==> config.mk <==
export PLATFORM = sky130hd
export DESIGN_NAME = ddc_fifo
export DESIGN_NICKNAME = d
export VERILOG_FILES = /design/src/rtl/ddc_fifo.sv
export SDC_FILE = /design/constraint.sdc
export NUM_CORES = 1
export LEC_CHECK = 0
export BUFFER_PORTS_ARGS = -buffer_cell sky130_fd_sc_hd__buf_2
export CAP_MARGIN = 40
export CORE_MARGIN = 2
export CORE_UTILIZATION = 49
export DETAILED_ROUTE_END_ITERATION = 7
export GPL_ROUTABILITY_DRIVEN = 0
export GPL_TIMING_DRIVEN = 0
export PLACE_DENSITY = 0.75
export SLEW_MARGIN = 20
export SYNTH_ARGS = -nofsm -noshare
export SYNTH_HDL_FRONTEND = slang
export SYNTH_SLANG_ARGS = --single-unit
==> constraint.sdc <==
create_clock -name clk_i -period 1.6 [get_ports clk_i]
set_input_delay 0.24 -clock clk_i [delete_from_list [all_inputs] [get_ports clk_i]]
set_output_delay 0.24 -clock clk_i [all_outputs]
set_load 0.005 [all_outputs]
==> src/rtl/ddc_fifo.sv <==
`timescale 1ns / 1ps
// ----------------------------------------------------------------------------
// ddc_fifo: two-entry queue between front and back
// Decouples sample intake from the filter engine.
// ----------------------------------------------------------------------------
module ddc_fifo #(
  parameter int W = 8
) (
  input  logic         clk_i,
  input  logic         rst_ni,
  input  logic         push_i,
  input  logic [W-1:0] data_i,
  output logic         full_o,
  input  logic         pop_i,
  output logic [W-1:0] data_o,
  output logic         valid_o
);
  logic [W-1:0] mem_q [2];
  logic         wp_q, rp_q;
  logic [1:0]   cnt_q;

  assign full_o  = (cnt_q == 2'd2);
  assign valid_o = (cnt_q != 2'd0);
  assign data_o  = mem_q[rp_q];

  always_ff @(posedge clk_i) begin
    if (push_i) mem_q[wp_q] <= data_i;
  end

  always_ff @(posedge clk_i or negedge rst_ni) begin
    if (!rst_ni) begin
      wp_q  <= 1'b0;
      rp_q  <= 1'b0;
      cnt_q <= 2'd0;
    end else begin
      if (push_i) wp_q <= ~wp_q;
      if (pop_i) rp_q <= ~rp_q;
      if (push_i && !pop_i) cnt_q <= cnt_q + 2'd1;
      else if (pop_i && !push_i) cnt_q <= cnt_q - 2'd1;
    end
  end
endmodule

==> Implementation_results.wiki, run 1 <==
{| class="wikitable"
! Metric !! Value
|-
| Result of the run || complete, no violations
|-
| Startpoint types || flip-flop
|-
| Vias in the first global route || slightly below 400
|-
| Count of antenna diodes in the layout || 0
|-
| Final setup violation count || 0
|-
| Largest net degree at the start of global routing || 12
|-
| Reg-to-Reg Start || wp_q$_DFFE_PN0P_
|-
| Total Power Consumption || 1.52 mW
|-
| Top-area cell type share of the netlist area || 0.598
|-
| Critical Path Sink Type || primary output
|-
| Post-layout nets || 81
|-
| Worst clock skew on the final layout || 0.00432 ns
|-
| Netlist area before placement || 803 um2
|-
| Number of distinct library cells after synthesis || 13
|-
| Number of antenna violations at the first check in global routing || 0
|-
| Leak Pwr || 0.418 nW
|-
| Global-route wire length before repair || 1650 um
|-
| Vias per cell || 4.69
|-
| Worst-path clk slew || around 0.1 ns
|-
| Remaining max-slew budget at the tightest pin || 0.510
|-
| Total via count after detailed routing || slightly below 400
|-
| Maximum buffer depth of the clock tree || 2
|-
| Area growth, synth to finish || 20.1%
|-
| Min-delay worst type || in2reg
|-
| Overflow after GRT || 0
|-
| Number of I/O port buffers || 21
|-
| Hold Violations, Final || 0
|-
| Number of max-cap violations || 0
|-
| Detailed placement HPWL || 828 um
|-
| Clock tree root buffer cell || sky130_fd_sc_hd__clkbuf_4
|-
| Number of synthesis warnings || 0
|-
| Sequential cell area fraction in the yosys report || 0.723
|-
| Die Y || 44.5 um
|-
| Clock tree from TritonCTS || done
|-
| Total routed wirelength || 1070 um
|-
| Worst reg-to-reg path cell count || 1
|-
| Post-synthesis average cell area || 19.6 um2
|-
| Main flop type after synthesis || sky130_fd_sc_hd__edfxtp_1
|-
| Horizontal extent of the die || 44.5 um
|-
| Residual DRC count || 0
|-
| Maximum fanout along the worst path || 9
|-
| # fillers || around 120
|-
| Worst setup path end || data_o[5]
|-
| RSZ-0062 raised after global routing || false
|-
| Layout cells sized above 1 || 0.507
|-
| Max Slew Vio Count || 0
|-
| Setup repair bufs after CTS || 0
|-
| Area of the die || 1980 um2
|-
| Core area || 1520 um2
|-
| Setup slack of the worst register-to-register path || 0.24 ns
|-
| Overall fraction of global-route tracks in use || 0.130
|-
| Total clock buffers created by CTS || 3
|-
| Synth Net Count || 54
|-
| Post-synth top area cell || sky130_fd_sc_hd__edfxtp_1
|-
| Maximum frequency from static timing analysis || roughly 670 MHz
|-
| Cells taking the most area after synthesis || sky130_fd_sc_hd__edfxtp_1 (60%), sky130_fd_sc_hd__mux2_4 (15%), sky130_fd_sc_hd__dfrtp_1 (12%), sky130_fd_sc_hd__xor2_1 (4.4%), sky130_fd_sc_hd__ha_1 (1.6%)
|-
| Worst flop-to-flop path endpoint || mem_q[0][1]$_DFFE_PP_
|-
| Count of H-tree levels built during CTS || 1
|-
| Number of enable-type register cells in the synthesized netlist || 16
|-
| Source-to-sink clock delay at the later pin of the worst-skew pair || 0.29 ns
|-
| Count of hold-fix buffers inserted at cts || 1
|-
| Row count || 14
|-
| Fraction of registers with async set or reset after synthesis || 0.200
|-
| Required @ worst endpoint || 1.36 ns
|-
| Worst Tran Pin Value || between 0.7 and 0.8 ns
|-
| I/O pin count || 22
|-
| Wire length per cell || 12.9 um
|-
| Top cell types by occurrence after synthesis || sky130_fd_sc_hd__edfxtp_1 (16), sky130_fd_sc_hd__mux2_4 (8), sky130_fd_sc_hd__dfrtp_1 (4), sky130_fd_sc_hd__xor2_1 (4)
|-
| Number of sinks on the clock net || 20
|-
| Iteration-0 DRC Markers || 2
|-
| Antenna Violating Nets Remaining || 0
|-
| Final setup TNS || 0 ns
|-
| CTS resizes || 0
|-
| Number of standard cells after synthesis || 41
|-
| Number of storage elements in the synthesis netlist || 20
|-
| WS Path Type || reg2out
|-
| Shortest clock period the worst path allows after layout || 1.49 ns
|-
| Initial cell density of the core || 0.527
|-
| Fraction of the cycle the final worst path needs || 0.929
|-
| Number of optimization iterations in the first detailed-route pass || 2
|-
| Worst vdd rail ir drop || 0.893 mV
|-
| Launching instance or port of the critical path || rp_q$_DFFE_PN0P_
|-
| Data arrival time of the critical path || ~1.3 ns
|-
| Total power divided by cell area || 1570 nW/um2
|-
| Cell with the most instances after synthesis || sky130_fd_sc_hd__edfxtp_1
|}
metal layers:
metal	GRT usage	wire [um]
met3	0.0367	38
met1	0.117	406
met4	0.0909	0
met5	0	0
met2	0.241	627
area by class of cell:
type,count,area [um2],area share
sequential,20,581,0.602
multi-input combinational,19,208,0.215
timing repair buffer,22,115,0.119
clock buffer,3,22.5,0.0233
tap,16,20.0,0.0208
buffer,1,11.3,0.0117
clock inverter,1,3.75,0.00389
inverter,1,3.75,0.00389
layout by cell type, fill, tap and decap left out, drive strengths merged:
| cell | Yosys | final |
|---|---|---|
| clkinv | 0 | 1 |
| and2 | 1 | 1 |
| nor2b | 1 | 1 |
| inv | 1 | 1 |
| dfrtp | 4 | 4 |
| dlygate4sd3 | 0 | 1 |
| or2 | 1 | 1 |
| clkbuf | 0 | 3 |
| xor2 | 4 | 4 |
| and2b | 1 | 1 |
| edfxtp | 16 | 16 |
| mux2 | 8 | 8 |
| buf | 1 | 22 |
| nor2 | 1 | 1 |
| xnor2 | 1 | 1 |
| ha | 1 | 1 |
critical path, cell delays in order (launching register included):
cell                      delay (ns)
sky130_fd_sc_hd__dfrtp_1        0.38
sky130_fd_sc_hd__buf_6          0.15
sky130_fd_sc_hd__mux2_4         0.30
sky130_fd_sc_hd__buf_2          0.13
worst min-delay path by stage:
stage / start / slack, ns / end / depth (start not counted)
after CTS: data_i[3] / 0.12 / mem_q[1][3]$_DFFE_PP_ / 1
after global placement: rst_ni / 0.05 / cnt_q[1]$_DFFE_PN0P_ / 1
after floorplan: rst_ni / -0.06 / cnt_q[0]$_DFFE_PN0P_ / 0
final: data_i[0] / 0.13 / mem_q[0][0]$_DFFE_PP_ / 1
after global routing: data_i[3] / 0.1 / mem_q[0][3]$_DFFE_PP_ / 1
after detailed placement: rst_ni / 0.05 / cnt_q[0]$_DFFE_PN0P_ / 1
per-stage QoR:
stage | cell area, um2 | hold slack (ns) | cells | setup slack (ns) | util
after detailed placement | 928 | 0.0500 | 78 | 0.227 | 0.609
after floorplan | 803 | -0.0556 | 41 | 0.438 | -
after global routing | 965 | 0.0980 | 83 | 0.0588 | 0.633
after CTS | 965 | 0.119 | 83 | 0.0946 | 0.633
final | 965 | 0.131 | 83 | 0.113 | 0.633
after global placement | 928 | 0.0501 | 78 | 0.263 | 0.609
where the power goes:
group	internal (mW)	leakage (nW)	total, mW	switching [mW]
Sequential	0.708	0.197	0.770	0.0621
Clock	0.0907	0.0154	0.229	0.138
Combinational	0.307	0.206	0.516	0.209
Total	1.11	0.418	1.52	0.409
registers in the layout, indices dropped and copies added, names as in the netlist:
name	flops
mem_q	16
wp_q	1
rp_q	1
cnt_q	2
logic make-up after synthesis:
| kind of cell | after synthesis | share of synthesized area |
|---|---|---|
| multiplexers | 8 | 0.150 |
| AND/OR/NAND/NOR | 5 | 0.0390 |
| flip-flops | 20 | 0.723 |
| XOR/XNOR | 5 | 0.0545 |
| adder cells (fa/ha/maj) | 1 | 0.0156 |
| buffers and inverters | 2 | 0.0187 |
No activity file was read; power rests on OpenSTA's default activity.
==> inputs of run 2 (changes only) <==
==> constraint.sdc (replaced) <==
create_clock -name clk_i -period 1.6 [get_ports clk_i]
set_input_delay 0.32 -clock clk_i [delete_from_list [all_inputs] [get_ports clk_i]]
set_output_delay 0.32 -clock clk_i [all_outputs]
set_load 0.005 [all_outputs]
==> Implementation_results.wiki, run 2 (synthesis gave the netlist of run 1 again) <==
{| class="wikitable"
! Metric !! Value
|-
| Row count || 14
|-
| Clock tree root buffer cell || sky130_fd_sc_hd__clkbuf_4
|-
| Layout cells sized above 1 || 0.515
|-
| Die Y || 44.5 um
|-
| Total via count after detailed routing || 391
|-
| Setup slack of the worst register-to-register path || 0.23 ns
|-
| Startpoint types || flip-flop
|-
| Number of optimization iterations in the first detailed-route pass || 2
|-
| Worst path buffer plus inverter count || 2
|-
| Share of power burned in combinational logic || 0.377
|-
| Leak Pwr || 0.433 nW
|-
| Wire length per cell || 12.9 um
|-
| Overflow after GRT || 0
|-
| Source-to-sink clock delay at the later pin of the worst-skew pair || approximately 0.29 ns
|-
| Vias per cell || ~4.7
|-
| Register bank with the most flops || mem_q
|-
| Min-delay worst type || in2reg
|-
| Maximum fanout along the worst path || 9
|-
| Final setup TNS || 0 ns
|-
| Number of sinks on the clock net || 20
|-
| Worst vdd rail ir drop || just under 1 mV
|-
| Clock tree from TritonCTS || done
|-
| Total power divided by cell area || 1600 nW/um2
|-
| Required @ worst endpoint || 1.28 ns
|-
| Hold Violations, Final || 0
|-
| Utilization after layout || 0.658
|-
| Met3 usage || 0.0367
|-
| Count of H-tree levels built during CTS || 1
|-
| WS Path Type || reg2out
|-
| Overall fraction of global-route tracks in use || 0.130
|-
| Reg-to-Reg Start || wp_q$_DFFE_PN0P_
|-
| Launching instance or port of the critical path || rp_q$_DFFE_PN0P_
|-
| Worst clock skew on the final layout || 0.00598 ns
|-
| Largest net degree at the start of global routing || 12
|-
| Worst reg-to-reg path cell count || 1
|-
| Critical-path cell list || buf_6 -> mux2_4 -> buf_6
|-
| Switch share || 0.266
|-
| Leading cell types in the layout, fill and taps excluded || sky130_fd_sc_hd__buf_2 (16), sky130_fd_sc_hd__edfxtp_1 (16), sky130_fd_sc_hd__mux2_4 (8)
|-
| Post-Place Cells || 78
|-
| Area of the die || between 1500 and 2000 um2
|-
| Shortest clock period the worst path allows after layout || about 1.6 ns
|-
| Iteration-0 DRC Markers || 2
|-
| RSZ-0062 raised after global routing || true
|-
| Total Power Consumption || 1.61 mW
|-
| Switching power of the nets || 0.426 mW
|-
| Horizontal extent of the die || approximately 44 um
|-
| Hold EP || mem_q[0][0]$_DFFE_PP_
|-
| Standard cell with the maximum stage delay on the critical path || sky130_fd_sc_hd__dfrtp_1
|-
| Number of I/O port buffers || 21
|-
| Data arrival time of the critical path || around 1.2 ns
|-
| Power share of the clock group || 0.144
|-
| Total clock buffers created by CTS || 3
|-
| Result of the run || complete, no violations
|-
| Launch instance of the worst min-delay path || data_i[0]
|-
| Grt met2 use || 0.241
|-
| Number of max-cap violations || 0
|-
| Met1 routing resource usage after global routing || 0.117
|-
| Busiest layer in global routing || met2
|-
| Number of instances on the worst hold path || 1
|-
| Part of the total power dissipated in sequential elements || 0.480
|-
| Largest regs || mem_q x16, cnt_q x2
|-
| Post-route cell area || 1000 um2
|-
| Worst flop-to-flop path endpoint || mem_q[0][1]$_DFFE_PP_
|-
| Worst Tran Pin Value || roughly 0.74 ns
|-
| Max Slew Vio Count || 0
|-
| Total routed wirelength || approximately 1100 um
|-
| Fraction of the cycle the final worst path needs || 0.974
|-
| Initial cell density of the core || 0.527
|-
| Residual DRC count || 0
|-
| Final setup violation count || 0
|-
| Critical Path Sink Type || primary output
|-
| Critical Path Max Stage Delay || 0.38 ns
|-
| CP dominant cell by count || sky130_fd_sc_hd__buf_6
|-
| Crit-path leading delay family || flip-flops
|-
| Flip-flop count of the largest register after layout || 16
|-
| Remaining max-slew budget at the tightest pin || 0.504
|-
| Count of antenna diodes in the layout || 0
|-
| Core area || 1520 um2
|-
| Post-layout nets || ~80
|-
| Final Instance Count excl. Fillers || 84
|-
| Maximum buffer depth of the clock tree || 2
|-
| Detailed placement HPWL || 828 um
|-
| Global-route wire length before repair || ~1600 um
|-
| Vias in the first global route || 396
|-
| Antenna Violating Nets Remaining || 0
|-
| Worst-path clk slew || 0.10 ns
|-
| Maximum frequency from static timing analysis || 641 MHz
|-
| Internal power summed over all cells || roughly 1.2 mW
|-
| Placed Instance Area || 928 um2
|-
| Area growth, synth to finish || 24.9%
|-
| Number of antenna violations at the first check in global routing || 0
|-
| I/O pin count || 22
|}
## run 2: cell count changes in the layout (fill, tap and decap cells not counted)
| cell | before | now |
|---|---|---|
| sky130_fd_sc_hd__buf_2 | 21 | 16 |
| sky130_fd_sc_hd__buf_6 | 1 | 6 |
| sky130_fd_sc_hd__buf_4 | 0 | 1 |
## run 2: metrics by stage
step           hold WS, ns  setup WS, ns
3_5_place_dp         0.130         0.163
5_1_grt              0.178      -0.00968
4_1_cts              0.199        0.0146
6_report             0.209        0.0411
3_3_place_gp         0.130         0.190
2_1_floorplan       0.0244         0.438
## run 2: how the worst max path moves through the flow
| stage | end | depth (start not counted) |
|---|---|---|
| 3_3_place_gp | mem_q[0][6]$_DFFE_PP_ | 2 |
| 5_1_grt | data_o[5] | 3 |
| 6_report | data_o[5] | 3 |
| 4_1_cts | data_o[5] | 3 |
| 2_1_floorplan | mem_q[0][0]$_DFFE_PP_ | 1 |
| 3_5_place_dp | mem_q[0][2]$_DFFE_PP_ | 2 |
## run 2: layout make-up
cell class | instances | area [um2]
fill | 114 | 520
tap | 16 | 20.0
buffer | 1 | 11.3
clock buffer | 3 | 22.5
clock inverter | 1 | 3.75
inverter | 1 | 3.75
timing repair buffer | 23 | 154
multi-input combinational | 19 | 208
sequential | 20 | 581
## run 2: timing repair
action                     4_1_cts  5_1_grt
hold buffers                     1        0
resized for setup                0        5
setup buffers                    0        1
setup endpoints to repair        0        7
hold endpoints to repair         4        0
## run 2: power groups by stage
stage                     Clock [mW]  Sequential (mW)  Combinational [mW]
after detailed placement           0            0.786               0.525
final                          0.230            0.770               0.604
after floorplan                    0            0.765               0.366
after global routing           0.268            0.782               0.654
after global placement             0            0.773               0.513
after CTS                      0.241            0.774               0.527
## run 2: routing by layer
layer / routed length (um) / vias up / part of all wire
met2: 635 / 9 / 0.59
li1: - / 202 / -
met1: 413 / 180 / 0.38
met5: 0 / - / 0
met4: 0 / 0 / 0
met3: 36 / 0 / 0.033
