==> config.mk <==
export PLATFORM = sky130hd
export DESIGN_NAME = ddc_front
export DESIGN_NICKNAME = d
export VERILOG_FILES = /design/src/rtl/ddc_pkg.sv /design/src/rtl/ddc_front.sv
export SDC_FILE = /design/constraint.sdc
export NUM_CORES = 1
export LEC_CHECK = 0
export BUFFER_PORTS_ARGS = -buffer_cell sky130_fd_sc_hd__buf_2
export CORE_ASPECT_RATIO = 1.75
export CORE_MARGIN = 5
export CORE_UTILIZATION = 41
export DETAILED_ROUTE_END_ITERATION = 16
export GPL_TIMING_DRIVEN = 0
export MAX_ROUTING_LAYER = met4
export PLACE_DENSITY = 0.7
export SYNTH_ARGS = -nofsm -noshare
export SYNTH_HDL_FRONTEND = slang
export SYNTH_SLANG_ARGS = --single-unit
==> constraint.sdc <==
create_clock -name clk_i -period 3.3 [get_ports clk_i]
set_input_delay 0.825 -clock clk_i [delete_from_list [all_inputs] [get_ports clk_i]]
set_output_delay 0.825 -clock clk_i [all_outputs]
set_load 0.02 [all_outputs]
==> src/rtl/ddc_pkg.sv <==
`timescale 1ns / 1ps
// ----------------------------------------------------------------------------
// ddc_pkg: shared types, constants and helpers of the down-converter
// Fixed-point constants, register map, CORDIC angle table and the
// elaboration-time tap generator for the windowed-sinc tap ROM.
// ----------------------------------------------------------------------------
package ddc_pkg;

  localparam int TAP_COUNT_DEF       = 65;
  localparam int MAX_DECIMATION_DEF  = 16;
  localparam int SAMPLE_BITS_DEF     = 16;

  localparam int PHASE_W      = 32;
  localparam int NCO_W        = 16;
  localparam int TAP_W        = 18;
  localparam int OUT_W        = 24;
  localparam int CORDIC_W     = 34;
  localparam int CORDIC_ITERS = 24;
  localparam int ITER_W       = 5;

  localparam longint CORDIC_GAIN_Q30 = 652032874;
  localparam longint INV_PI_Q30      = 341782638;
  localparam longint HAM_A_Q30       = 579820585;
  localparam longint HAM_B_Q30       = 493921239;

  // APB map: word-aligned, byte lanes ignored, bit 2 picks the register
  localparam int PADDR_W = 3;
  localparam logic REG_PHASE_STEP = 1'b0;
  localparam logic REG_DECIM      = 1'b1;

  typedef struct packed {
    logic [PHASE_W-1:0] phase;
    logic               produce;
  } item_ctl_t;

  function automatic logic [CORDIC_W-1:0] atan_q30(input logic [ITER_W-1:0] idx);
    logic [CORDIC_W-1:0] a;
    unique case (idx)
      5'd0:  a = CORDIC_W'(536870912);
      5'd1:  a = CORDIC_W'(316933406);
      5'd2:  a = CORDIC_W'(167458907);
      5'd3:  a = CORDIC_W'(85004756);
      5'd4:  a = CORDIC_W'(42667331);
      5'd5:  a = CORDIC_W'(21354465);
      5'd6:  a = CORDIC_W'(10679838);
      5'd7:  a = CORDIC_W'(5340245);
      5'd8:  a = CORDIC_W'(2670163);
      5'd9:  a = CORDIC_W'(1335087);
      5'd10: a = CORDIC_W'(667544);
      5'd11: a = CORDIC_W'(333772);
      5'd12: a = CORDIC_W'(166886);
      5'd13: a = CORDIC_W'(83443);
      5'd14: a = CORDIC_W'(41722);
      5'd15: a = CORDIC_W'(20861);
      default: a = CORDIC_W'(longint'(683565276) >> idx);
    endcase
    return a;
  endfunction

  function automatic longint rnd_l(input longint v, input int s);
    return (v + (longint'(1) << (s - 1))) >>> s;
  endfunction

  // shift-subtract divide, used only while building constants
  function automatic longint unsigned udiv_l(input longint unsigned a,
                                             input longint unsigned b);
    longint unsigned q;
    longint unsigned r;
    q = 0;
    r = 0;
    for (int i = 63; i >= 0; i--) begin
      r = {r[62:0], a[i]};
      if (r >= b) begin
        r = r - b;
        q[i] = 1'b1;
      end
    end
    return q;
  endfunction

  function automatic longint cordic_l(input logic [PHASE_W-1:0] ph, input bit want_sin);
    logic [1:0]         qd;
    bit                 flip;
    logic [PHASE_W-1:0] p;
    longint             x, y, z, a, dx, dy;
    qd   = ph[31:30];
    flip = (qd == 2'd1) || (qd == 2'd2);
    p    = flip ? ph + 32'h8000_0000 : ph;
    z    = longint'(signed'(p));
    x    = CORDIC_GAIN_Q30;
    y    = 0;
    for (int i = 0; i < CORDIC_ITERS; i++) begin
      a  = longint'(atan_q30(ITER_W'(i)));
      dx = x >>> i;
      dy = y >>> i;
      if (z >= 0) begin
        x = x - dy; y = y + dx; z = z - a;
      end else begin
        x = x + dy; y = y - dx; z = z + a;
      end
    end
    if (flip) begin
      x = -x; y = -y;
    end
    return want_sin ? y : x;
  endfunction

  function automatic logic signed [TAP_W-1:0] tap_coef(input int d, input int n,
                                                       input int taps);
    longint hist, m, am, sinc, num, s30, c30, w, h, hr;
    logic [PHASE_W-1:0] ph;
    hist = taps - 1;
    m    = n - (hist >> 1);
    am   = (m < 0) ? -m : m;
    if (m == 0) begin
      sinc = longint'(udiv_l((longint'(1) << 30) + (d >> 1), d));
    end else begin
      ph   = PHASE_W'(udiv_l((am << 32) + d, 2 * d));
      s30  = cordic_l(ph, 1'b1);
      num  = rnd_l(s30 * INV_PI_Q30, 30);
      sinc = (num < 0) ? -longint'(udiv_l(-num, am)) : longint'(udiv_l(num, am));
    end
    ph  = PHASE_W'(udiv_l((longint'(n) << 32) + (hist >> 1), hist));
    c30 = cordic_l(ph, 1'b0);
    w   = HAM_A_Q30 - rnd_l(HAM_B_Q30 * c30, 30);
    h   = rnd_l(sinc * w, 30);
    hr  = rnd_l(h, 13);
    if (hr > 131071) hr = 131071;
    if (hr < -131072) hr = -131072;
    return TAP_W'(hr);
  endfunction

endpackage

==> src/rtl/ddc_front.sv <==
`timescale 1ns / 1ps
// ----------------------------------------------------------------------------
// ddc_front: sample intake
// Tags each word with its NCO phase and whether it yields an output.
// ----------------------------------------------------------------------------
module ddc_front #(
  parameter int MAX_DECIMATION = 16,
  parameter int SAMPLE_BITS    = 16,
  parameter int DEC_W          = 5
) (
  input  logic                          clk_i,
  input  logic                          rst_ni,
  input  logic                          in_valid_i,
  output logic                          in_stall_o,
  input  logic signed [SAMPLE_BITS-1:0] in_i_i,
  input  logic signed [SAMPLE_BITS-1:0] in_q_i,
  input  logic                          block_last_i,
  input  logic [ddc_pkg::PHASE_W-1:0]   phase_step_i,
  input  logic [DEC_W-1:0]              dec_i,
  input  logic                          clear_i,
  input  logic                          full_i,
  output logic                          push_o,
  output logic [SAMPLE_BITS-1:0]        push_i_o,
  output logic [SAMPLE_BITS-1:0]        push_q_o,
  output ddc_pkg::item_ctl_t            push_ctl_o
);
  import ddc_pkg::*;

  localparam int CNT_W = (MAX_DECIMATION > 1) ? $clog2(MAX_DECIMATION) : 1;

  logic [PHASE_W-1:0] phase_q;
  logic [CNT_W-1:0]   cnt_q, cnt_d;
  logic [DEC_W:0]     cnt_inc;
  logic               accept;

  assign in_stall_o = full_i;
  assign accept     = in_valid_i && !full_i;
  assign push_o     = accept;
  assign push_i_o   = in_i_i;
  assign push_q_o   = in_q_i;
  assign push_ctl_o = '{phase: phase_q, produce: (cnt_q == '0)};

  always_comb begin
    cnt_inc = (DEC_W + 1)'(cnt_q) + (DEC_W + 1)'(1);
    if (block_last_i || cnt_inc >= {1'b0, dec_i}) cnt_d = '0;
    else cnt_d = cnt_inc[CNT_W-1:0];
  end

  always_ff @(posedge clk_i or negedge rst_ni) begin
    if (!rst_ni) begin
      phase_q <= '0;
      cnt_q   <= '0;
    end else if (clear_i) begin
      cnt_q <= '0;
    end else if (accept) begin
      phase_q <= phase_q + phase_step_i;
      cnt_q   <= cnt_d;
    end
  end
endmodule

==> insert_results.sql, run 1 <==
INSERT INTO impl_metrics (metric_group, metric, value, unit) VALUES
('global_routing', 'grt_first_pass_wirelength', '16.3', 'mm'),
('route', 'drcViolationCount', '0', ''),
('route', 'antenna_violating_nets_post_route', '0', ''),
('timing', 'maxClockFrequency', '315', 'MHz'),
('synth', 'synthesis.nets', '547', ''),
('timing', 'timing_worst_slew_pin_value', '845', 'ps'),
('cts', 'cts_tree', 'done', ''),
('worst_setup_path', 'worstPathRequired', '3440', 'ps'),
('global_routing', 'grt_overflow', '0', ''),
('timing', 'setup-violations-final', '0', ''),
('floorplanning', 'ios', '142', ''),
('min_path', 'timing.hold.worst.class', 'register to register', ''),
('status', 'status', 'complete, no violations', ''),
('synth', 'syn_avg_cell_area', '8.04', 'um2'),
('timing', 'hold_violations', '0', ''),
('synth', 'synth_enable_flop_cells', '0', ''),
('cells_and_area', 'register_area', '901', 'um2'),
('cells_and_area', 'fin_nets', '663', ''),
('power_and_ir_drop', 'seq_power_share', '0.209', ''),
('synth', 'synthFlopType', 'sky130_fd_sc_hd__dfrtp_1', ''),
('floorplanning', 'initial_utilization', '0.419', ''),
('power_and_ir_drop', 'netSwitchingFraction', '0.490', ''),
('global_routing', 'grt_antenna_before_repair', '0', ''),
('power_and_ir_drop', 'p_leak', '2.21', 'nW'),
('cts', 'cts_htree_levels', '2', ''),
('synth', 'synth.ff_latch_count', '36', ''),
('cells_and_area', 'post_route_cells_drive_above_1_share', '0.291', ''),
('route', 'dr.first_iter.drc_count', '127', ''),
('global_routing', 'grt_pass1_vias', '3602', ''),
('worst_setup_path', 'worstReg2RegStart', 'phase_q[0]', ''),
('synth', 'summed_instance_area_of_the_synthesized_netlist', '0.00348', 'mm2'),
('place', 'gp_congestion', '0.945', ''),
('job', 'max-cap-violations', '0', ''),
('min_path', 'holdCritStartpoint', 'phase_q[0]', ''),
('worst_setup_path', 'crit_arrival', '3310', 'ps'),
('cells_and_area', 'fill_cells', '823', ''),
('timing', 'fin_worst_skew', '6.22', 'ps'),
('synth', 'asr_flop_ratio_synth', '1.00', ''),
('route', 'number_of_detailed_route_iterations_in_the_first_pass', '4', ''),
('power_and_ir_drop', 'cell_internal_pwr', '1.93', 'mW'),
('worst_setup_path', 'critical_path.startpoint', 'phase_step_i[0]', ''),
('place', 'dpl.cell_count', '657', ''),
('power_and_ir_drop', 'worst_ir_drop_vdd', '0.337', 'mV'),
('worst_setup_path', 'critPathCaptureType', 'register', ''),
('route', 'num_vias', '3540', ''),
('cts', 'worst_skew_pair.late_latency', '280', 'ps'),
('worst_setup_path', 'criticalPathCategory', 'input pin to register', ''),
('cells_and_area', 'final_cell_area', '0.00435', 'mm2'),
('timing', 'unrepaired_setup_endpoints_after_global_routing', 'no', ''),
('global_routing', 'total_global_routing_track_utilization', '0.199', ''),
('worst_setup_path', 'timing.critical_path.fanout_max', '5', ''),
('timing', 'crit_share_post_route', '0.961', ''),
('power_and_ir_drop', 'combPwrFrac', '0.646', ''),
('timing', 'finalSetupTns', '0', 'ps'),
('place', 'place_area', '0.00417', 'mm2'),
('power_and_ir_drop', 'power_per_cell_area', '869', 'mW/mm2'),
('cts', 'postCtsSetupRepairBufs', '0', ''),
('cts', 'clk_pin_slew', '60', 'ps'),
('power_and_ir_drop', 'net_switching', '1.85', 'mW'),
('route', 'wire_length_per_cell', '15.2', 'um'),
('synth', 'ys_types', '51', ''),
('route', 'route.detailed.vias_per_inst', '5.32', ''),
('global_routing', 'grt_start_max_net_pins', '37', ''),
('floorplanning', 'fp.dieW', '79.7', 'um'),
('cells_and_area', 'multi_input_gate_area', '0.00221', 'mm2'),
('power_and_ir_drop', 'p_clk_frac', '0.145', ''),
('timing', 'slew_violations', '0', ''),
('timing', 'post-route-min-period', '3170', 'ps'),
('floorplanning', 'fp.coreArea', '0.00831', 'mm2'),
('floorplanning', 'number_of_placement_rows', '44', ''),
('synth', 'post_synthesis_cell_count', '433', '');
==> what timing repair did <==
item                                    in CTS  in global routing
gates resized for setup                      0                  1
hold buffers                                 0                  0
endpoints found under the setup margin       0                  4
==> worst max-delay path, stage by stage <==
cell,delay (ps)
sky130_fd_sc_hd__buf_2,100
sky130_fd_sc_hd__ha_1,210
sky130_fd_sc_hd__fa_1,410
sky130_fd_sc_hd__a21o_1,240
sky130_fd_sc_hd__a221oi_4,400
sky130_fd_sc_hd__o211ai_2,120
sky130_fd_sc_hd__a21oi_1,370
sky130_fd_sc_hd__o31a_1,360
sky130_fd_sc_hd__xor2_1,180
sky130_fd_sc_hd__o21ai_0,90
==> metrics by stage <==
step                setup WS, ps  hold WS, ps  utilization  power (mW)
detailed placement          -211          498        0.502        3.20
floorplan                    215          496            -        2.56
CTS                         61.4          512        0.521        3.78
finish                       127          506        0.523        3.78
global placement            -220          485        0.502        3.17
global route                4.17          539        0.523        4.11
==> final cells by class <==
class                           count  area share
Tap cell                          115      0.0331
Clock inverter                      2     0.00806
Multi-Input combinational cell    329       0.508
Sequential cell                    36       0.207
Inverter                           17      0.0147
Clock buffer                        6      0.0297
Timing Repair Buffer              109       0.126
Buffer                             51      0.0731
==> flip-flops by register name, summed over array words and instances (netlist names) <==
name,count
phase_q,32
cnt_q,4
==> layer usage <==
layer / wire, um / up-vias / track usage / part of all wire
met1: 3840 / 1636 / 0.205 / 0.38
met3: 644 / 24 / 0.0335 / 0.064
met5: 0 / - / - / 0
li1: - / 1754 / - / -
met4: 320 / 0 / 0.0880 / 0.032
met2: 5290 / 126 / 0.357 / 0.52
==> power groups by stage <==
stage          clock network (mW)  logic [mW]  registers, mW
3_3_place_gp                    0        2.38          0.786
5_1_grt                     0.579        2.71          0.823
4_1_cts                     0.564        2.42          0.792
2_1_floorplan                   0        1.56          0.999
6_report                    0.548        2.44          0.790
3_5_place_dp                    0        2.41          0.798
==> cell usage after synthesis (4+ instances only) <==
cell type | instances | share of area
sky130_fd_sc_hd__nand2_1 | 57 | 0.061
sky130_fd_sc_hd__o21ai_0 | 43 | 0.062
sky130_fd_sc_hd__ha_1 | 38 | 0.14
sky130_fd_sc_hd__a21oi_1 | 36 | 0.052
sky130_fd_sc_hd__dfrtp_1 | 36 | 0.26
sky130_fd_sc_hd__buf_4 | 33 | 0.071
sky130_fd_sc_hd__nor2_1 | 19 | 0.020
sky130_fd_sc_hd__inv_1 | 17 | 0.018
sky130_fd_sc_hd__clkbuf_1 | 15 | 0.016
sky130_fd_sc_hd__a21o_1 | 14 | 0.030
sky130_fd_sc_hd__nand3_1 | 12 | 0.017
sky130_fd_sc_hd__xnor2_1 | 12 | 0.030
sky130_fd_sc_hd__xor2_1 | 12 | 0.030
sky130_fd_sc_hd__nand4_1 | 7 | 0.013
sky130_fd_sc_hd__o2111ai_1 | 6 | 0.015
sky130_fd_sc_hd__nor3_1 | 5 | 0.0072
sky130_fd_sc_hd__nor3b_1 | 5 | 0.011
sky130_fd_sc_hd__or4_1 | 5 | 0.011
sky130_fd_sc_hd__a31oi_1 | 4 | 0.0072
sky130_fd_sc_hd__and3_1 | 4 | 0.0072
sky130_fd_sc_hd__nand2b_1 | 4 | 0.0072
sky130_fd_sc_hd__nor2b_1 | 4 | 0.0072
sky130_fd_sc_hd__o21a_1 | 4 | 0.0086
sky130_fd_sc_hd__o21bai_1 | 4 | 0.0086
==> worst paths after layout <==
kind / to / slack, ps / cells past startpoint
min in group asynchronous: phase_q[16] / 630 / 1
max reg2reg: phase_q[20] / 380 / 9
max in group asynchronous: phase_q[11] / 2120 / 1
min: phase_q[0] / 510 / 2
max: phase_q[20] / 130 / 10
min reg2reg: phase_q[0] / 510 / 2
==> layout by cell type, fill, tap and decap left out, drive strengths merged, types with 3 or more instances in the layout <==
cell type,synthesis,layout
nor3b,5,5
dfrtp,36,36
xor2,12,12
nor2b,4,4
o211ai,4,4
or4,5,5
o21a,4,4
o21bai,4,4
nand3,12,12
nor2,19,19
nand4,8,8
nand2,57,57
xnor2,12,12
o2111ai,6,6
o31a,3,3
ha,38,38
o21ai,44,44
a31oi,4,4
nand2b,4,4
a21oi,36,36
a211oi,3,3
nor3,5,5
inv,17,17
a21o,14,14
and3,5,5
o22ai,3,3
buf,35,144
clkbuf,16,22
==> logic make-up (layout without fill, tap and decap cells) <==
kind of cell,count (synthesis),after routing,synth area share
XOR/XNOR,24,24,0.0604
adder cells (fa/ha/maj),39,39,0.142
flip-flops,36,36,0.259
multiplexers,1,1,0.00323
buffers and inverters,68,185,0.110
AND/OR/NAND/NOR,128,128,0.177
AO/OA/AOI/OAI,137,137,0.249
Note: power is estimated with default switching activity, not from simulation.
==> run 2: changes to the inputs <==
Settings changed: CTS_BUF_LIST set to sky130_fd_sc_hd__clkbuf_4 sky130_fd_sc_hd__clkbuf_8.
==> insert_results.sql, run 2 (same netlist as run 1, synthesis figures left out) <==
INSERT INTO impl_metrics (metric_group, metric, value, unit) VALUES
('timing', 'finalSetupTns', '0', 'ps'),
('cts', 'cts_tree', 'done', ''),
('worst_setup_path', 'crit_arrival', '3320', 'ps'),
('route', 'number_of_detailed_route_iterations_in_the_first_pass', '4', ''),
('worst_setup_path', 'timing.critical_path.fanout_max', '5', ''),
('floorplanning', 'die_height', '132', 'um'),
('timing', 'post-route-min-period', '3160', 'ps'),
('cts', 'cts_made_buffers', '5', ''),
('worst_setup_path', 'crit_path_start_kind', 'input pin', ''),
('timing', 'maxClockFrequency', '316', 'MHz'),
('timing', 'slew_violations', '0', ''),
('power_and_ir_drop', 'worst_ir_drop_vdd', '0.334', 'mV'),
('power_and_ir_drop', 'p_leak', '2.19', 'nW'),
('cells_and_area', 'layout.cells.most_common_list', '110 x sky130_fd_sc_hd__buf_2, 57 x sky130_fd_sc_hd__nand2_1, 43 x sky130_fd_sc_hd__o21ai_0', ''),
('status', 'status', 'complete, no violations', ''),
('floorplanning', 'ios', '142', ''),
('power_and_ir_drop', 'net_switching', '1.84', 'mW'),
('power_and_ir_drop', 'p_clk_frac', '0.112', ''),
('place', 'final_hpwl_from_detailed_placement', '8.21', 'mm'),
('cells_and_area', 'reg_top3', 'phase_q (32), cnt_q (4)', ''),
('cts', 'clk_pin_slew', '70', 'ps'),
('global_routing', 'total_global_routing_track_utilization', '0.198', ''),
('cells_and_area', 'postLayoutCoreUtil', '0.516', ''),
('floorplanning', 'number_of_placement_rows', '44', ''),
('global_routing', 'grt_overflow', '0', ''),
('cells_and_area', 'antennaDiodeCount', '0', ''),
('cts', 'cts_num_sinks', '36', ''),
('timing', 'fin_worst_skew', '6.42', 'ps'),
('worst_setup_path', 'critPathCaptureType', 'register', ''),
('floorplanning', 'fp.dieW', '79.7', 'um'),
('timing', 'unrepaired_setup_endpoints_after_global_routing', 'no', ''),
('global_routing', 'grt_start_max_net_pins', '37', ''),
('worst_setup_path', 'reg2reg_setup_slack', '370', 'ps'),
('cts', 'worst_skew_pair.late_latency', '300', 'ps'),
('cells_and_area', 'largest_reg_flops', '32', ''),
('timing', 'hold_violations', '0', ''),
('route', 'drcViolationCount', '0', ''),
('power_and_ir_drop', 'power_per_cell_area', '848', 'mW/mm2'),
('power_and_ir_drop', 'netSwitchingFraction', '0.504', ''),
('cells_and_area', 'layout-area-overhead-vs-synth', '23.3', '%'),
('cts', 'ctsHoldBuffers', '0', ''),
('timing', 'maxSlewHeadroom', '0.433', ''),
('timing', 'timing_worst_slew_pin_value', '850', 'ps'),
('floorplanning', 'fp.coreArea', '0.00831', 'mm2'),
('global_routing', 'grt_first_pass_wirelength', '16.3', 'mm'),
('min_path', 'timing.hold.worst.class', 'register to register', ''),
('cells_and_area', 'fin_nets', '663', ''),
('power_and_ir_drop', 'seq_power_share', '0.216', ''),
('cts', 'cts_htree_levels', '2', ''),
('power_and_ir_drop', 'combPwrFrac', '0.671', ''),
('floorplanning', 'dieArea', '0.0105', 'mm2'),
('route', 'detail_route.wirelength', '10.1', 'mm'),
('route', 'antenna_violating_nets_post_route', '0', ''),
('cells_and_area', 'fill_cells', '839', ''),
('route', 'routed-wl-met3', '663', 'um'),
('place', 'count_of_buffers_inserted_at_the_top_level_ports', '109', ''),
('floorplanning', 'initial_utilization', '0.419', ''),
('global_routing', 'grt_antenna_before_repair', '0', ''),
('cells_and_area', 'top_register', 'phase_q', ''),
('power_and_ir_drop', 'total_power', '3.64', 'mW'),
('timing', 'setup-violations-final', '0', ''),
('cts', 'clk_root_buffer_cell', 'sky130_fd_sc_hd__clkbuf_8', ''),
('route', 'num_vias', '3540', ''),
('global_routing', 'grt_pass1_vias', '3593', ''),
('cts', 'clk_path_buf_depth', '2', ''),
('cells_and_area', 'post_route_cells_drive_above_1_share', '0.293', ''),
('place', 'gp_congestion', '0.945', ''),
('worst_setup_path', 'criticalPathCategory', 'input pin to register', ''),
('route', 'detail_route.wirelength.met1', '3.82', 'mm'),
('power_and_ir_drop', 'cell_internal_pwr', '1.80', 'mW'),
('job', 'max-cap-violations', '0', ''),
('route', 'wl_met2', '5.23', 'mm'),
('route', 'route.top_layer_used', 'met4', ''),
('cells_and_area', 'final_common_cell', 'sky130_fd_sc_hd__buf_2', ''),
('worst_setup_path', 'worstPathRequired', '3460', 'ps'),
('timing', 'crit_share_post_route', '0.958', ''),
('route', 'dr.first_iter.drc_count', '116', ''),
('route', 'wire_length_per_cell', '15.1', 'um'),
('route', 'route.detailed.vias_per_inst', '5.32', '');
## run 2: cell counts in the layout (fill, tap and decap cells not counted)
No cell type changed its count.
## run 2: path summary, 6_finish.rpt
kind,from,end,cells past startpoint
max in group asynchronous,rst_ni,phase_q[15],1
worst max register to register,phase_q[0],phase_q[20],9
min in group asynchronous,rst_ni,phase_q[31],1
worst min register to register,phase_q[0],phase_q[0],2
worst max-delay path,phase_step_i[0],phase_q[20],10
worst min-delay path,phase_q[0],phase_q[0],2
## run 2: metrics by stage
stage | worst slack (ps) | cells | cell area (um2) | hold slack (ps)
floorplan | 215 | 433 | 3480 | 496
CTS | 97.1 | 665 | 4280 | 517
global route | 31.9 | 665 | 4290 | 545
global placement | -220 | 657 | 4170 | 485
finish | 140 | 665 | 4290 | 510
detailed placement | -211 | 657 | 4170 | 498
## run 2: area by class of cell
cell class,instances,area [um2],area share
Sequential cell,36,901,0.210
Inverter,17,63.8,0.0149
Tap cell,115,144,0.0335
Clock buffer,6,76.3,0.0178
Clock inverter,2,35.0,0.00816
Timing Repair Buffer,109,546,0.127
Multi-Input combinational cell,329,2210,0.515
Buffer,51,318,0.0740
## run 2: critical path: stages
cell                       delay, ps
sky130_fd_sc_hd__buf_2           100
sky130_fd_sc_hd__ha_1            210
sky130_fd_sc_hd__fa_1            410
sky130_fd_sc_hd__a21o_1          240
sky130_fd_sc_hd__a221oi_4        410
sky130_fd_sc_hd__o211ai_2        120
sky130_fd_sc_hd__a21oi_1         380
sky130_fd_sc_hd__o31a_1          350
sky130_fd_sc_hd__xor2_1          180
sky130_fd_sc_hd__o21ai_0          90
## run 2: routing by layer
metal / GRT usage / vias up
li1: - / 1749
met1: 0.203 / 1628
met4: 0.0975 / 0
met5: - / -
met2: 0.353 / 137
met3: 0.0349 / 26
## run 2: timing repair
action	4_1_cts	5_1_grt
endpoints found under the setup margin	0	2
setup buffers	0	0
gates resized for setup	0	1
## run 2: power by group through the flow
stage          registers, mW  clock network [mW]  logic (mW)
2_1_floorplan          0.999                   0        1.56
3_3_place_gp           0.786                   0        2.38
3_5_place_dp           0.798                   0        2.41
4_1_cts                0.790               0.424        2.42
5_1_grt                0.822               0.444        2.71
6_report               0.788               0.409        2.44
==> run 3: changes to the inputs <==
Settings changed: ABC_AREA set to 1, PLACE_DENSITY 0.7 to not set, PLACE_DENSITY_LB_ADDON set to 0.15.
==> insert_results.sql, run 3 <==
INSERT INTO impl_metrics (metric_group, metric, value, unit) VALUES
('cts', 'cts_made_buffers', '5', ''),
('min_path', 'worst_hold_endpoint', 'cnt_q[3]', ''),
('synth', 'synthesis.nets', '803', ''),
('worst_setup_path', 'crit_path_frequent_cell', 'sky130_fd_sc_hd__nand3_1', ''),
('floorplanning', 'ios', '142', ''),
('timing', 'crit_share_post_route', '0.748', ''),
('cells_and_area', 'register_area', '901', 'um2'),
('synth', 'ys_types', '30', ''),
('worst_setup_path', 'crit_path_start_kind', 'input pin', ''),
('route', 'route.top_layer_used', 'met4', ''),
('cells_and_area', 'fill_cells', '1070', ''),
('synth', 'share_of_the_synthesized_area_in_the_top_cell_type', '0.245', ''),
('floorplanning', 'fp.dieW', '86.1', 'um'),
('cells_and_area', 'layout.cells.most_common_list', '271 x sky130_fd_sc_hd__nand2_1, 119 x sky130_fd_sc_hd__inv_1, 110 x sky130_fd_sc_hd__buf_2', ''),
('worst_setup_path', 'reg2reg_setup_slack', '1040', 'ps'),
('timing', 'fin_worst_skew', '16.6', 'ps'),
('power_and_ir_drop', 'p_leak', '3.09', 'nW'),
('floorplanning', 'number_of_placement_rows', '48', ''),
('cts', 'clk_path_buf_depth', '2', ''),
('synth', 'syn_avg_cell_area', '6.03', 'um2'),
('worst_setup_path', 'critical-path-slowest-cell', 'sky130_fd_sc_hd__fa_1', ''),
('cts', 'ctsHoldBuffers', '0', ''),
('timing', 'hold_violations', '0', ''),
('place', 'count_of_buffers_inserted_at_the_top_level_ports', '109', ''),
('min_path', 'min_path_cells', '2', ''),
('timing', 'setup-violations-final', '0', ''),
('worst_setup_path', 'criticalPathCategory', 'input pin to register', ''),
('cts', 'clk_pin_slew', '80', 'ps'),
('cts', 'worst_skew_pair.late_latency', '310', 'ps'),
('route', 'dr.first_iter.drc_count', '108', ''),
('route', 'number_of_detailed_route_iterations_in_the_first_pass', '4', ''),
('floorplanning', 'dieArea', '0.0123', 'mm2'),
('route', 'antenna_violating_nets_post_route', '0', ''),
('cells_and_area', 'layout-area-overhead-vs-synth', '19.1', '%'),
('synth', 'post-synth-top-count-cell', 'sky130_fd_sc_hd__nand2_1', ''),
('min_path', 'holdCritStartpoint', 'cnt_q[3]', ''),
('cts', 'resized_gates_after_cts', '0', ''),
('synth', 'post_synth_main_area_contributors', 'sky130_fd_sc_hd__nand2_1 25%, sky130_fd_sc_hd__dfrtp_1 22%, sky130_fd_sc_hd__ha_1 11%', ''),
('timing', 'post-route-min-period', '2470', 'ps'),
('global_routing', 'grt_first_pass_wirelength', '19.7', 'mm'),
('cts', 'cts_num_sinks', '36', ''),
('timing', 'finalSetupTns', '0', 'ps'),
('synth', 'synth_enable_flop_cells', '0', ''),
('place', 'final_hpwl_from_detailed_placement', '10.8', 'mm'),
('worst_setup_path', 'worstReg2RegStart', 'phase_q[0]', ''),
('power_and_ir_drop', 'total_power', '4.04', 'mW'),
('global_routing', 'grt_overflow', '0', ''),
('cells_and_area', 'multi_input_gate_area', '0.00252', 'mm2'),
('timing', 'maxClockFrequency', '405', 'MHz'),
('timing', 'slew_violations', '0', ''),
('synth', 'yosysWarnings', '0', ''),
('synth', 'cell_type_with_the_highest_aggregate_area_in_the_netlist', 'sky130_fd_sc_hd__nand2_1', ''),
('global_routing', 'total_global_routing_track_utilization', '0.210', ''),
('timing', 'timing_worst_slew_pin_value', '874', 'ps'),
('global_routing', 'grt_antenna_before_repair', '0', ''),
('global_routing', 'grt_start_max_net_pins', '37', ''),
('worst_setup_path', 'path_delay_family', 'adder cells', ''),
('power_and_ir_drop', 'worst_ir_drop_vdd', '0.347', 'mV'),
('route', 'num_vias', '4375', ''),
('job', 'max-cap-violations', '0', ''),
('worst_setup_path', 'crit-reg2reg-capture', 'phase_q[16]', ''),
('worst_setup_path', 'critPathCaptureType', 'register', ''),
('floorplanning', 'initial_utilization', '0.419', ''),
('worst_setup_path', 'timing.critical_path.slowest_cell_delay', '490', 'ps'),
('timing', 'unrepaired_setup_endpoints_after_global_routing', 'no', ''),
('synth', 'summed_instance_area_of_the_synthesized_netlist', '0.00415', 'mm2'),
('route', 'wl_met2', '7.06', 'mm'),
('route', 'route.detailed.vias_per_inst', '4.70', ''),
('worst_setup_path', 'crit_arrival', '2720', 'ps'),
('route', 'drcViolationCount', '0', ''),
('timing', 'maxSlewHeadroom', '0.418', ''),
('timing', 'finalWorstSetupSlack', '830', 'ps'),
('place', 'gp_congestion', '0.903', ''),
('worst_setup_path', 'critical_path.n_buffers_inverters', '1', ''),
('global_routing', 'grt_pass1_vias', '4312', ''),
('worst_setup_path', 'rr_worst_depth', '9', ''),
('synth', 'synth_commonest_cells', '271 x sky130_fd_sc_hd__nand2_1, 119 x sky130_fd_sc_hd__inv_1, 47 x sky130_fd_sc_hd__nand3_1', ''),
('synth', 'ys_seq_area_frac', '0.217', ''),
('cells_and_area', 'final_common_cell', 'sky130_fd_sc_hd__nand2_1', ''),
('cells_and_area', 'fin_nets', '919', ''),
('worst_setup_path', 'worstPathRequired', '3550', 'ps'),
('route', 'detail_route.wirelength', '12.6', 'mm'),
('synth', 'synth.ff_latch_count', '36', ''),
('route', 'wire_length_per_cell', '13.6', 'um'),
('status', 'status', 'complete, no violations', ''),
('worst_setup_path', 'crit_path_cell_trace', 'buf_2 > ha_1 > fa_1 > nand3_1 > nand3_1 > a21oi_1 > nor2_1 > o21ai_0 > nand3_1 > nand2_1', ''),
('cells_and_area', 'top_register', 'phase_q', ''),
('cts', 'cts_tree', 'done', ''),
('cts', 'clk_root_buffer_cell', 'sky130_fd_sc_hd__clkbuf_8', ''),
('cells_and_area', 'largest_reg_flops', '32', ''),
('synth', 'post_synthesis_cell_count', '689', ''),
('synth', 'synthFlopType', 'sky130_fd_sc_hd__dfrtp_1', ''),
('cts', 'cts_htree_levels', '2', ''),
('worst_setup_path', 'timing.critical_path.fanout_max', '4', ''),
('cells_and_area', 'antennaDiodeCount', '0', ''),
('cells_and_area', 'post_route_cells_drive_above_1_share', '0.215', ''),
('route', 'routed-wl-met3', '622', 'um'),
('power_and_ir_drop', 'power_per_cell_area', '817', 'mW/mm2'),
('synth', 'asr_flop_ratio_synth', '1.00', ''),
('floorplanning', 'fp.coreArea', '0.00991', 'mm2'),
('route', 'detail_route.wirelength.met1', '4.41', 'mm'),
('place', 'detailedPlace.worstSlack', '535', 'ps'),
('min_path', 'timing.hold.worst.class', 'register to register', ''),
('cts', 'postCtsSetupRepairBufs', '0', ''),
('cells_and_area', 'reg_top3', 'phase_q (32), cnt_q (4)', ''),
('floorplanning', 'die_height', '143', 'um');
[run 3: report_power, final]
part | internal, mW | switching, mW | total (mW)
clock | 0.167 | 0.188 | 0.356
sequential | 0.630 | 0.149 | 0.779
combinational | 1.03 | 1.88 | 2.91
[run 3: worst max-delay path by stage]
stage	from	endpoint	slack, ps	cells past startpoint
after global placement	phase_step_i[0]	phase_q[28]	530	11
after global routing	phase_step_i[0]	phase_q[20]	730	11
final	phase_step_i[0]	phase_q[16]	830	10
after floorplan	phase_step_i[0]	phase_q[16]	980	9
after detailed placement	phase_step_i[0]	phase_q[28]	530	11
after CTS	phase_step_i[0]	phase_q[28]	850	11
[run 3: cell type report]
cell class / instances / share of cell area
multi-input combinational: 494 / 0.510
sequential: 36 / 0.182
timing repair buffer: 109 / 0.110
inverter: 120 / 0.0911
buffer: 39 / 0.0564
tap: 125 / 0.0316
clock buffer: 6 / 0.0167
clock inverter: 2 / 0.00202
[run 3: per-layer routing]
layer,GRT usage,vias up
li1,-,2305
met1,0.194,1920
met2,0.414,120
met3,0.0260,30
met4,0.0976,0
met5,-,-
[run 3: cell families (layout without fill, tap and decap cells)]
family | after synthesis | count (layout) | synth area share
buffers and inverters | 159 | 276 | 0.176
AND/OR/NAND/NOR | 393 | 393 | 0.394
AO/OA/AOI/OAI | 45 | 45 | 0.0579
adder cells (fa/ha/maj) | 39 | 39 | 0.119
flip-flops | 36 | 36 | 0.217
XOR/XNOR | 17 | 17 | 0.0359
[run 3: worst reg2reg max path: stages, from the launching register on]
cell                      delay, ps
sky130_fd_sc_hd__dfrtp_1        400
sky130_fd_sc_hd__ha_1           230
sky130_fd_sc_hd__fa_1           490
sky130_fd_sc_hd__nand3_1        130
sky130_fd_sc_hd__nand3_1        200
sky130_fd_sc_hd__a21oi_1        350
sky130_fd_sc_hd__nor2_1          80
sky130_fd_sc_hd__o21ai_0        150
sky130_fd_sc_hd__nand3_1        100
sky130_fd_sc_hd__nand2_1         60
[run 3: stage by stage]
stage / instance area, um2 / util / instances / hold slack [ps]
5_1_grt: 4950 / 0.499 / 931 / 512
4_1_cts: 4950 / 0.499 / 931 / 494
3_5_place_dp: 4850 / 0.490 / 923 / 474
3_3_place_gp: 4850 / 0.490 / 923 / 463
2_1_floorplan: 4150 / - / 689 / 450
6_report: 4950 / 0.499 / 931 / 488
